==> src/design/sgdr_pkg.sv <==
// package: shared types and constants for the sandpile block
`timescale 1ns / 1ps
`default_nettype none
package sgdr_pkg;
  localparam int BOARD_SIZE = 16;
  localparam int COORD_W = 4;
  localparam int CELLS = BOARD_SIZE * BOARD_SIZE;
  localparam int IDX_W = $clog2(CELLS);
  localparam int GRAIN_W = 4;
  // grid entries hold the grains that pile up on a cell during relaxation
  localparam int CELL_W = 6;
  localparam int TCNT_W = 16;
  localparam logic [TCNT_W-1:0] COUNT_MAX = '1;
  localparam logic [3:0] MIN_THRESHOLD = 4'd3;
  localparam logic [3:0] THRESHOLD_RESET = 4'd4;
  localparam logic OP_DROP = 1'b0;
  localparam logic OP_READ = 1'b1;
  localparam logic [1:0] ADDR_THRESHOLD = 2'd0;

  typedef enum logic [2:0] {
    ST_CLEAR,
    ST_IDLE,
    ST_DROP_RD,
    ST_DROP_WR,
    ST_SCAN_RD,
    ST_CELL,
    ST_NBR,
    ST_DONE
  } state_t;

  typedef struct packed {
    logic [0:0] opcode;
    logic [COORD_W-1:0] cell_row;
    logic [COORD_W-1:0] cell_col;
  } req_t;

  typedef struct packed {
    logic [GRAIN_W-1:0] cell_count;
    logic [TCNT_W-1:0] topple_count;
    logic [0:0] count_saturated;
  } rsp_t;
endpackage
`default_nettype wire

==> src/design/sgdr_if.sv <==
// interfaces: valid/ready channels for requests and results
`timescale 1ns / 1ps
`default_nettype none
interface sgdr_req_if;
  logic valid;
  logic ready;
  sgdr_pkg::req_t payload;
  modport source (output valid, output payload, input ready);
  modport sink (input valid, input payload, output ready);
endinterface

interface sgdr_rsp_if;
  logic valid;
  logic ready;
  sgdr_pkg::rsp_t payload;
  modport source (output valid, output payload, input ready);
  modport sink (input valid, input payload, output ready);
endinterface
`default_nettype wire

==> src/design/sandpile_grain_drop_relax.sv <==
// top level: sandpile grid with drop, relaxation and cell read
//
// requests arrive on req (opcode, cell_row, cell_col); one result per
// request leaves on rsp. a read goes straight from idle to the done
// state, where its result is registered once the output register is
// free. a drop adds a grain and relaxes the grid by sweeping it in
// raster order until a full pass sees no cell above the threshold. each
// toppling is a read-modify-write of the cell and its four neighbors
// through the single read and single write port of the grid memory. a
// drop on a stable grid gives its result after one full sweep;
// avalanches add sweeps. one request is in work at a time; the next is
// taken as soon as the block is idle, while an earlier result may still
// wait in the output register. a stalled receiver holds that result, and
// the block then stops with its next result ready and takes no further
// request. after reset the grid memory is cleared by a pass over all
// cells during which no request is taken; the threshold register
// resets to 4, is written over apb at address 0; below 3 it acts as 3.
`timescale 1ns / 1ps
`default_nettype none
module sandpile_grain_drop_relax (
  input  wire logic clk,
  input  wire logic rst,
  sgdr_req_if.sink req,
  sgdr_rsp_if.source rsp,
  input  wire logic psel,
  input  wire logic penable,
  input  wire logic pwrite,
  input  wire logic [1:0] paddr,
  input  wire logic [31:0] pwdata,
  output logic [31:0] prdata,
  output logic pready
);
  localparam int IW = sgdr_pkg::IDX_W;
  localparam int GW = sgdr_pkg::GRAIN_W;
  localparam int MW = sgdr_pkg::CELL_W;
  localparam int CW = sgdr_pkg::COORD_W;

  logic [MW-1:0] grid [sgdr_pkg::CELLS];
  logic [MW-1:0] rdata;
  logic [IW-1:0] raddr, waddr;
  logic [MW-1:0] wdata;
  logic we;

  sgdr_pkg::state_t state, state_next;
  logic [3:0] topple_threshold;
  logic [IW:0] cnt;
  logic [IW-1:0] cur;
  logic [2:0] nb;
  logic dirty;
  logic [sgdr_pkg::TCNT_W-1:0] tcnt;
  logic sat;
  logic rq_op;
  logic [3:0] thr;
  logic [MW-1:0] thr_ext;
  logic [CW-1:0] crow, ccol;
  logic nb_ok;
  logic [IW-1:0] nb_idx;
  logic is_last;
  logic rsp_free;

  assign pready = 1'b1;
  assign prdata = {28'd0, topple_threshold};
  assign thr = (topple_threshold < sgdr_pkg::MIN_THRESHOLD) ? sgdr_pkg::MIN_THRESHOLD
             : topple_threshold;
  assign thr_ext = MW'(thr);
  assign crow = cur[IW-1 -: CW];
  assign ccol = cur[CW-1:0];
  assign is_last = (cur == IW'(sgdr_pkg::CELLS - 1));
  assign rsp_free = !rsp.valid || rsp.ready;

  always_ff @(posedge clk) begin
    if (rst) begin
      topple_threshold <= sgdr_pkg::THRESHOLD_RESET;
    end else if (psel && penable && pwrite && paddr == sgdr_pkg::ADDR_THRESHOLD) begin
      topple_threshold <= pwdata[3:0];
    end
  end

  always_ff @(posedge clk) begin
    if (we) begin
      grid[waddr] <= wdata;
    end
    rdata <= grid[raddr];
  end

  // neighbor selection: up, down, left, right
  always_comb begin
    nb_ok = 1'b0;
    nb_idx = cur;
    case (nb)
      3'd0: begin
        nb_ok = crow != '0;
        nb_idx = {crow - CW'(1), ccol};
      end
      3'd1: begin
        nb_ok = crow != '1;
        nb_idx = {crow + CW'(1), ccol};
      end
      3'd2: begin
        nb_ok = ccol != '0;
        nb_idx = {crow, ccol - CW'(1)};
      end
      3'd3: begin
        nb_ok = ccol != '1;
        nb_idx = {crow, ccol + CW'(1)};
      end
      default: begin
        nb_ok = 1'b0;
        nb_idx = cur;
      end
    endcase
  end

  always_comb begin
    state_next = state;
    case (state)
      sgdr_pkg::ST_CLEAR: if (cnt[IW]) state_next = sgdr_pkg::ST_IDLE;
      sgdr_pkg::ST_IDLE: begin
        if (req.valid) begin
          state_next = (req.payload.opcode == sgdr_pkg::OP_READ)
                     ? sgdr_pkg::ST_DONE : sgdr_pkg::ST_DROP_RD;
        end
      end
      sgdr_pkg::ST_DROP_RD: state_next = sgdr_pkg::ST_DROP_WR;
      sgdr_pkg::ST_DROP_WR: state_next = sgdr_pkg::ST_SCAN_RD;
      sgdr_pkg::ST_SCAN_RD: state_next = sgdr_pkg::ST_CELL;
      sgdr_pkg::ST_CELL: begin
        if (rdata > thr_ext) state_next = sgdr_pkg::ST_NBR;
        else if (is_last && !dirty) state_next = sgdr_pkg::ST_DONE;
        else state_next = sgdr_pkg::ST_SCAN_RD;
      end
      sgdr_pkg::ST_NBR: if (nb == 3'd4 && cnt[0]) state_next = sgdr_pkg::ST_SCAN_RD;
      sgdr_pkg::ST_DONE: if (rsp_free) state_next = sgdr_pkg::ST_IDLE;
      default: state_next = sgdr_pkg::ST_IDLE;
    endcase
  end

  // memory port control
  always_comb begin
    raddr = cur;
    waddr = cur;
    wdata = '0;
    we = 1'b0;
    case (state)
      sgdr_pkg::ST_CLEAR: begin
        we = !cnt[IW];
        waddr = cnt[IW-1:0];
      end
      sgdr_pkg::ST_IDLE: raddr = {req.payload.cell_row, req.payload.cell_col};
      sgdr_pkg::ST_DROP_WR: begin
        we = 1'b1;
        wdata = rdata + MW'(1);
      end
      sgdr_pkg::ST_CELL: begin
        we = rdata > thr_ext;
        wdata = rdata - MW'(4);
      end
      sgdr_pkg::ST_NBR: begin
        raddr = nb_idx;
        waddr = nb_idx;
        we = cnt[0] && nb_ok && nb != 3'd4;
        wdata = rdata + MW'(1);
      end
      default: ;
    endcase
  end

  always_ff @(posedge clk) begin
    if (rst) begin
      state <= sgdr_pkg::ST_CLEAR;
      cnt <= '0;
      rsp.valid <= 1'b0;
    end else begin
      state <= state_next;
      if (state == sgdr_pkg::ST_DONE && rsp_free) begin
        rsp.valid <= 1'b1;
      end else if (rsp.ready) begin
        rsp.valid <= 1'b0;
      end
      case (state)
        sgdr_pkg::ST_CLEAR: cnt <= cnt + (IW+1)'(1);
        sgdr_pkg::ST_IDLE: begin
          if (req.valid) begin
            rq_op <= req.payload.opcode;
            cur <= {req.payload.cell_row, req.payload.cell_col};
            tcnt <= '0;
            sat <= 1'b0;
          end
        end
        sgdr_pkg::ST_DROP_WR: begin
          cur <= '0;
          dirty <= 1'b0;
        end
        sgdr_pkg::ST_CELL: begin
          if (rdata > thr_ext) begin
            dirty <= 1'b1;
            nb <= 3'd0;
            cnt <= '0;
            if (tcnt != sgdr_pkg::COUNT_MAX) tcnt <= tcnt + sgdr_pkg::TCNT_W'(1);
            if (tcnt == sgdr_pkg::COUNT_MAX - sgdr_pkg::TCNT_W'(1)) sat <= 1'b1;
          end else begin
            if (is_last) dirty <= 1'b0;
            cur <= cur + IW'(1);
          end
        end
        sgdr_pkg::ST_NBR: begin
          cnt[0] <= !cnt[0];
          if (cnt[0]) nb <= nb + 3'd1;
        end
        sgdr_pkg::ST_DONE: begin
          if (rsp_free) begin
            rsp.payload.cell_count <= (rq_op == sgdr_pkg::OP_READ) ? rdata[GW-1:0] : '0;
            rsp.payload.topple_count <= (rq_op == sgdr_pkg::OP_READ) ? '0 : tcnt;
            rsp.payload.count_saturated <= (rq_op == sgdr_pkg::OP_READ) ? 1'b0 : sat;
          end
        end
        default: ;
      endcase
    end
  end

  assign req.ready = (state == sgdr_pkg::ST_IDLE);

`ifndef SYNTHESIS
  a_no_req_in_clear: assert property (@(posedge clk) disable iff (rst)
    state == sgdr_pkg::ST_CLEAR |-> !req.ready) else $error("request taken during clear");
  a_sat_max: assert property (@(posedge clk) disable iff (rst)
    rsp.valid && rsp.payload.count_saturated |-> rsp.payload.topple_count == sgdr_pkg::COUNT_MAX)
    else $error("saturation flag without max count");
  a_done_valid: assert property (@(posedge clk) disable iff (rst)
    state == sgdr_pkg::ST_DONE |=> rsp.valid) else $error("result lost");
  a_read_zero: assert property (@(posedge clk) disable iff (rst)
    $rose(rsp.valid) && rsp.payload.cell_count != '0 |-> rsp.payload.topple_count == '0)
    else $error("read with topplings");
`endif
endmodule
`default_nettype wire
==> src/flat_wrapper.sv <==
// flat-port wrapper written by rule: the top's interface ports become plain ports
module sandpile_grain_drop_relax_flat 
  (clk, rst, psel, penable, pwrite, paddr, pwdata, prdata, pready, req_valid, req_payload, req_ready, rsp_valid, rsp_payload, rsp_ready);
  sgdr_req_if req_i ();
  sgdr_rsp_if rsp_i ();
  input  wire logic clk;
  input  wire logic rst;
  input  wire logic psel;
  input  wire logic penable;
  input  wire logic pwrite;
  input  wire logic [1:0] paddr;
  input  wire logic [31:0] pwdata;
  output logic [31:0] prdata;
  output logic pready;
  input wire logic [$bits(req_i.valid)-1:0] req_valid;
  input wire logic [$bits(req_i.payload)-1:0] req_payload;
  output wire logic [$bits(req_i.ready)-1:0] req_ready;
  output wire logic [$bits(rsp_i.valid)-1:0] rsp_valid;
  output wire logic [$bits(rsp_i.payload)-1:0] rsp_payload;
  input wire logic [$bits(rsp_i.ready)-1:0] rsp_ready;
  assign req_i.valid = req_valid;
  assign req_i.payload = req_payload;
  assign req_ready = req_i.ready;
  assign rsp_valid = rsp_i.valid;
  assign rsp_payload = rsp_i.payload;
  assign rsp_i.ready = rsp_ready;
  sandpile_grain_drop_relax u_core (.clk(clk), .rst(rst), .req(req_i), .rsp(rsp_i), .psel(psel), .penable(penable), .pwrite(pwrite), .paddr(paddr), .pwdata(pwdata), .prdata(prdata), .pready(pready));
endmodule
==> config.mk <==
export PLATFORM = sky130hd
export DESIGN_NAME = sandpile_grain_drop_relax_flat
export DESIGN_NICKNAME = d
export VERILOG_FILES = /design/src/design/sgdr_pkg.sv /design/src/design/sgdr_if.sv /design/src/design/sandpile_grain_drop_relax.sv /design/src/flat_wrapper.sv
export SDC_FILE = /design/constraint.sdc
export NUM_CORES = 2
export LEC_CHECK = 0
export BUFFER_PORTS_ARGS = -buffer_cell sky130_fd_sc_hd__clkbuf_2
export CORE_ASPECT_RATIO = 1.1
export CORE_MARGIN = 8
export CORE_UTILIZATION = 35
export DETAILED_ROUTE_END_ITERATION = 6
export GPL_TIMING_DRIVEN = 0
export PLACE_DENSITY = 0.57
export SYNTH_ARGS = -nofsm -noshare
export SYNTH_HDL_FRONTEND = slang
export SYNTH_SLANG_ARGS = --single-unit
==> constraint.sdc <==
create_clock -name clk -period 17.9 [get_ports clk]
set_input_delay 0.895 -clock clk [delete_from_list [all_inputs] [get_ports clk]]
set_output_delay 0.895 -clock clk [all_outputs]
set_load 0.03 [all_outputs]
== Yosys cells after proc, flatten, opt, wreduce, memory -nomap -nowiden ==
Memory sizes are Yosys's and may differ from the RTL's. A register that Yosys moved wholly into a read port is not among the register bits.
Cells that the tools add are included.

* Add/sub/neg operators: 10
* $lt $le $gt $ge: 2
* Equality and inequality tests: 27
* Muxes and demuxes: 39
* Bitwise logic cells: 1
* Reductions and logical operators: 36

{| class="wikitable"
|+ Operator list
! operator !! number
|-
| 2-to-1 mux 16 bit || 3
|-
| one-hot mux 8 bit (2 select lines) || 3
|-
| one-hot mux 16 bit (2 select lines) || 1
|-
| one-hot mux 8 bit (4 select lines) || 1
|-
| 2-to-1 mux 3 bit || 8
|-
| one-hot mux 3 bit (8 select lines) || 1
|-
| one-hot mux 8 bit (3 select lines) || 1
|-
| adder 16 x 1 -> 16 bit (second input constant) || 1
|-
| equality test 16 bit (second input constant) || 1
|-
| 2-to-1 mux 8 bit || 2
|-
| != test 16 bit (second input constant) || 1
|-
| equality test 3 bit (second input constant) || 5
|-
| != test 2 x 1 -> 1 bit (second input constant) || 7
|-
| equality test 3 x 2 -> 1 bit (second input constant) || 4
|-
| one-hot mux 6 bit (2 select lines) || 1
|-
| AND reduction 4 bit || 3
|-
| AND reduction 5 bit || 2
|-
| nonzero test 2 bit || 5
|-
| adder 9 x 1 -> 9 bit (second input constant) || 1
|-
| 2-to-1 mux 1 bit || 9
|-
| 2-to-1 mux 9 bit || 1
|-
| AND reduction 3 bit || 3
|-
| adder 4 x 1 -> 4 bit (second input constant) || 2
|-
| adder 8 x 1 -> 8 bit (second input constant) || 1
|-
| 28 further kinds || 48
|}

* Register bits: 68
* Bits in writable memories: 1,536
* Output and inout port bits: 56
* Memories kept: 1

{| class="wikitable"
|+ Memory list
! name !! depth !! bits a word !! read ports !! clocked after Yosys merged registers in !! wr ports !! RTL line !! text
|-
| u_core.grid || 256 || 6 || 1 || 1 || 1 || sandpile_grain_drop_relax.sv:38 || <nowiki>logic [MW-1:0] grid [sgdr_pkg::CELLS];</nowiki>
|}

== Longest topological paths before layout ==
* Word-level depth: 7
* Depth in mapped cells: 18
* Gate-level depth less buffers: 14

== Worst setup path before layout ==
No wires, ideal clock.

* Path kind: register to register
* Start point: register u_core.state[1]
* End point: memory u_core.grid[0][3] (netlist name) (data pin)
* Arrival: 10,913 ps
* Slack: 4,800 ps
* Stages on the path, launching flop included: 5
* Path buffers: 2
* Cells stage by stage: dfxtp_1 clkbuf_1 clkbuf_1 nand2_1 o21ai_0

* Cells in the longest elaborated chain, start to end: 3
* Elaborated cells on any way between the ends: 5
* Those cells by class: eq/ne (3); mux (1); reduce/logical (1)

{| class="wikitable"
|+ RTL lines
! item !! RTL line !! text
|-
| from (decl) || sandpile_grain_drop_relax.sv:44 || <nowiki>sgdr_pkg::state_t state, state_next;</nowiki>
|-
| from (signal assigned) || sandpile_grain_drop_relax.sv:170 || <nowiki>state <= sgdr_pkg::ST_CLEAR;</nowiki>
|-
| from (signal assigned) || sandpile_grain_drop_relax.sv:174 || <nowiki>state <= state_next;</nowiki>
|-
| equality test 3 x 2 -> 1 bit or equality test 3 bit (tied branches) || sandpile_grain_drop_relax.sv:144 || <nowiki>case (state)</nowiki>
|-
| OR reduction 2 bit (no line) || n/a ||
|-
| one-hot mux 6 bit (2 select lines) * || sandpile_grain_drop_relax.sv:144 ||
|-
| net u_core.wdata[3] || sandpile_grain_drop_relax.sv:41 || <nowiki>logic [MW-1:0] wdata;</nowiki>
|-
| to (decl) || sandpile_grain_drop_relax.sv:38 ||
|}

The timed path passes the listed nets; every way through them passes the cells marked *.

== Worst setup path after layout ==
* Start point: register u_core.nb[0]
* End point: register u_core.rdata[1] (read register of u_core.grid)

* Cells in the longest elaborated chain, start to end: 3
* Elaborated cells on any way between the ends: 6
* Those cells by class: eq/ne (3); mux (2); reduce/logical (1)

{| class="wikitable"
|+ RTL lines
! item !! RTL line !! text
|-
| from (decl) || sandpile_grain_drop_relax.sv:48 || <nowiki>logic [2:0] nb;</nowiki>
|-
| from (signal assigned) || sandpile_grain_drop_relax.sv:208 || <nowiki>if (cnt[0]) nb <= nb + 3'd1;</nowiki>
|-
| equality test 3 x 2 -> 1 bit, or another cell as far along || sandpile_grain_drop_relax.sv:90 || <nowiki>case (nb)</nowiki>
|-
| one-hot mux 8 bit (4 select lines) * || sandpile_grain_drop_relax.sv:90 ||
|-
| one-hot mux 8 bit (2 select lines) * || sandpile_grain_drop_relax.sv:144 ||
|-
| to (decl) || sandpile_grain_drop_relax.sv:39 || <nowiki>logic [MW-1:0] rdata;</nowiki>
|}

Mark *: on every way between the ends. The rest lies on a longest branch, timed or not.
A chain may end at the register's enable or synchronous reset.

==> metrics.yaml <==
grt:
  grt_pass1_vias: 41807
  grt_max_degree: 45
  grt_pass1_wl_um: 370000
  grt-ovfl-total: 0
  grt.total_usage_pct: 26.8
  antenna_found_initial: 23
die:
  dieWidth_um: 429
  ios: 106
  fp.dieH_um: 471
  coreArea_mm2: 0.188
  fp-row-count: 167
  die_area_mm2: 0.202
  start_util_pct: 35.1
synth:
  syn_avg_cell_area_um2: 15.1
  synth_most_common_cell: "edfxtp_1"
  ys_seq_elements: 1610
  synth_area_leaders: "edfxtp_1 (72%), mux4_2 (4.8%), nand2_1 (3.5%)"
  synth_ff_type: "edfxtp_1"
  ys_warn_count: 0
  yosysTopAreaCell: "edfxtp_1"
  synth_area_mm2: 0.0658
  synth_edf_count: 1587
  synth_cell_type_count: 75
  async_reset_ff_share_pct: 0
  netlist_instances: 4370
  synth_seq_area_share_pct: 73.1
  yosys.area.top_type_share_pct: 72.4
  synthTopCellsByCount: "edfxtp_1 (1,587), nand2_1 (618), nor2_1 (336)"
sta:
  setup_violations: 0
  finalMaxSlewViolations: 121
  fin_crit_ns: 6.79
  fin_crit_sh_pct: 37.9
  rsz0062_at_grt: "false"
  max_freq_ghz: 0.147
  whs_ns: 0.294
  slew_headroom_pct: -11.4
  worst_slew_pin_slew_ns: 1.67
  hold_viol: 0
  clock_skew_ns: 0.0516
outcome:
  status: "complete, but fails checks"
  violations: "max-capacitance violations, max-slew violations"
setup_path:
  worstPathArrival_ns: 7.30
  end_kind: "flip-flop"
  slowest_stage: "a221oi_1"
  path_class: "reg -> reg"
  critical_path_buf_inv_count: 4
  cp_slowest_stage_delay_ns: 1.11
  path_cells: "ha_1 -> ha_1 -> fa_1 -> inv_1 -> a221o_1 -> and2_1 -> buf_6 -> buf_4 -> buf_2 -> mux4_2 -> a221oi_1 -> a31oi_1 -> nor4_1 -> nand4_1"
  crit_top_cell: "ha_1"
  start_kind: "flip-flop"
  crit_path_max_fanout: 10
  crit_family: "compound AO/OA/AOI/OAI gates"
  crit_required_ns: 18.41
drt:
  avgRoutedWirePerCell_um: 38.8
  routed_via_density: 6.18
  dr_wl_met3_um: 33900
  ant_nets: 0
  dr.pass1.iters: 7
  drt_iter0_markers: 7555
  drc: 0
  dr_wl_met2_um: 120000
  num_vias: 44903
  routed_wl_um: 282000
  routed.top_layer: "met5"
  wl_met1_um: 101000
clock_network:
  cts_sinks: 1610
  clock_latency_ns: 0.87
  cts_hold_buf: 0
  cts.clk_slew.worst_paths_ns: 0.06
  clk_path_buf_depth: 3
  cts_tree: "built"
  clockRootBuffer: "clkbuf_16"
  cts_setup_buffers: 0
  ctsResizeCount: 0
  htree_levels: 4
  numCtsBuffers: 165
power:
  comb_power_share_pct: 0.7
  seq_power_share_pct: 54.6
  p_leak_nw: 23.9
  p_int_w: 0.00592
  clkPwrFrac_pct: 44.7
  p_switching_w: 0.00156
  ir_worst_vdd_mv: 0.100
  power_density_mw_per_mm2: 98.9
  p_sw_share_pct: 20.9
placement:
  place_hpwl_um: 196000
  portBuffers: 48
  globalplace.congestion: 1.05
cells_and_area:
  drive_above_1_share_pct: 14.5
  syn_to_final_growth_pct: 14.8
  nNetsFinal: 4737
  finish.utilization_pct: 40.3
min_path:
  hp-class: "in -> reg"
run:
  maxCapViolCount: 12
[metrics by stage]
step	instances	total power (W)	setup slack [ns]	TNS [ns]	instance area, µm²
after CTS	7251	0.00748	11.53	0	75500
after global placement	6895	0.00421	-9.14	-7255.51	69200
final	7270	0.00748	11.11	0	75600
after detailed placement	6947	0.00421	11.56	0	70400
after floorplan	4397	0.00419	4.80	0	65900
after global routing	7252	0.00761	11.16	0	75500
[power groups by stage]
| stage | logic, W | registers (W) | clock network [W] |
|---|---|---|---|
| floorplan | 0.0000276 | 0.00416 | 0 |
| global placement | 0.0000486 | 0.00416 | 0 |
| detailed placement | 0.0000491 | 0.00417 | 0 |
| CTS | 0.0000492 | 0.00409 | 0.00334 |
| global route | 0.0000527 | 0.00408 | 0.00347 |
| finish | 0.0000524 | 0.00408 | 0.00334 |
[cells in the final DEF, fill, tap and decap left out, types with 69 or more instances in the layout]
| cell type | n |
|---|---|
| edfxtp_1 | 1587 |
| nand2_1 | 618 |
| nor2_1 | 336 |
| a211oi_1 | 176 |
| clkbuf_16 | 167 |
| clkbuf_1 | 160 |
| and3_1 | 159 |
| nand3_1 | 150 |
| mux4_2 | 140 |
| a21oi_1 | 113 |
| buf_2 | 110 |
| a31oi_1 | 103 |
| a22oi_1 | 79 |
| clkbuf_2 | 69 |
[final cells by class]
class,instances,area (µm²)
diodes,19,47.5
plain buffers,332,1750
clock buffers,212,4370
clock inverters,92,736
fillers,17236,112000
inverters,25,93.8
multi-input cells,2430,16100
flip-flops and latches,1610,48100
well taps,2450,3070
repair buffers,100,1290
[metal layers]
metal	global-route usage (%)	vias to the layer above
li1	-	17627
met1	33.0	22874
met2	39.5	3461
met3	8.26	935
met4	20.1	6
met5	0	-
[state kept, by name, indices dropped and copies added (netlist names)]
name	count
u_core.dirty	1
u_core.sat	1
u_core.grid	1536
u_core.nb	3
u_core.rq_op	1
u_core.rsp.payload	21
u_core.cnt	9
u_core.rdata	6
u_core.tcnt	16
u_core.cur	8
u_core.state	3
u_core.topple_threshold	4
u_core.rsp.valid	1
[final timing paths]
| kind | startpoint | endpoint | slack (ns) | cells after the start |
|---|---|---|---|---|
| worst min register to register | u_core.topple_threshold[1] | u_core.topple_threshold[1] | 0.55 | 2 |
| worst min-delay path | req_payload[8] | u_core.rq_op | 0.29 | 1 |
| worst max register to register | u_core.nb[0] | u_core.rdata[1] | 11.11 | 14 |
| worst max-delay path | u_core.nb[0] | u_core.rdata[1] | 11.11 | 14 |
[logic make-up (layout without fill, tap and decap cells)]
| kind of cell | Yosys count | in the layout | synth area share (%) |
|---|---|---|---|
| AO/OA/AOI/OAI | 758 | 758 | 8.25 |
| XOR/XNOR | 33 | 33 | 0.439 |
| adder cells (fa/ha/maj) | 23 | 23 | 0.460 |
| buffers and inverters | 357 | 761 | 2.76 |
| flip-flops | 1610 | 1610 | 73.1 |
| multiplexers | 196 | 196 | 5.64 |
| other | 2 | 48 | 0.0114 |
| AND/OR/NAND/NOR | 1391 | 1391 | 9.35 |
Note: power is estimated with default switching activity, not from simulation.
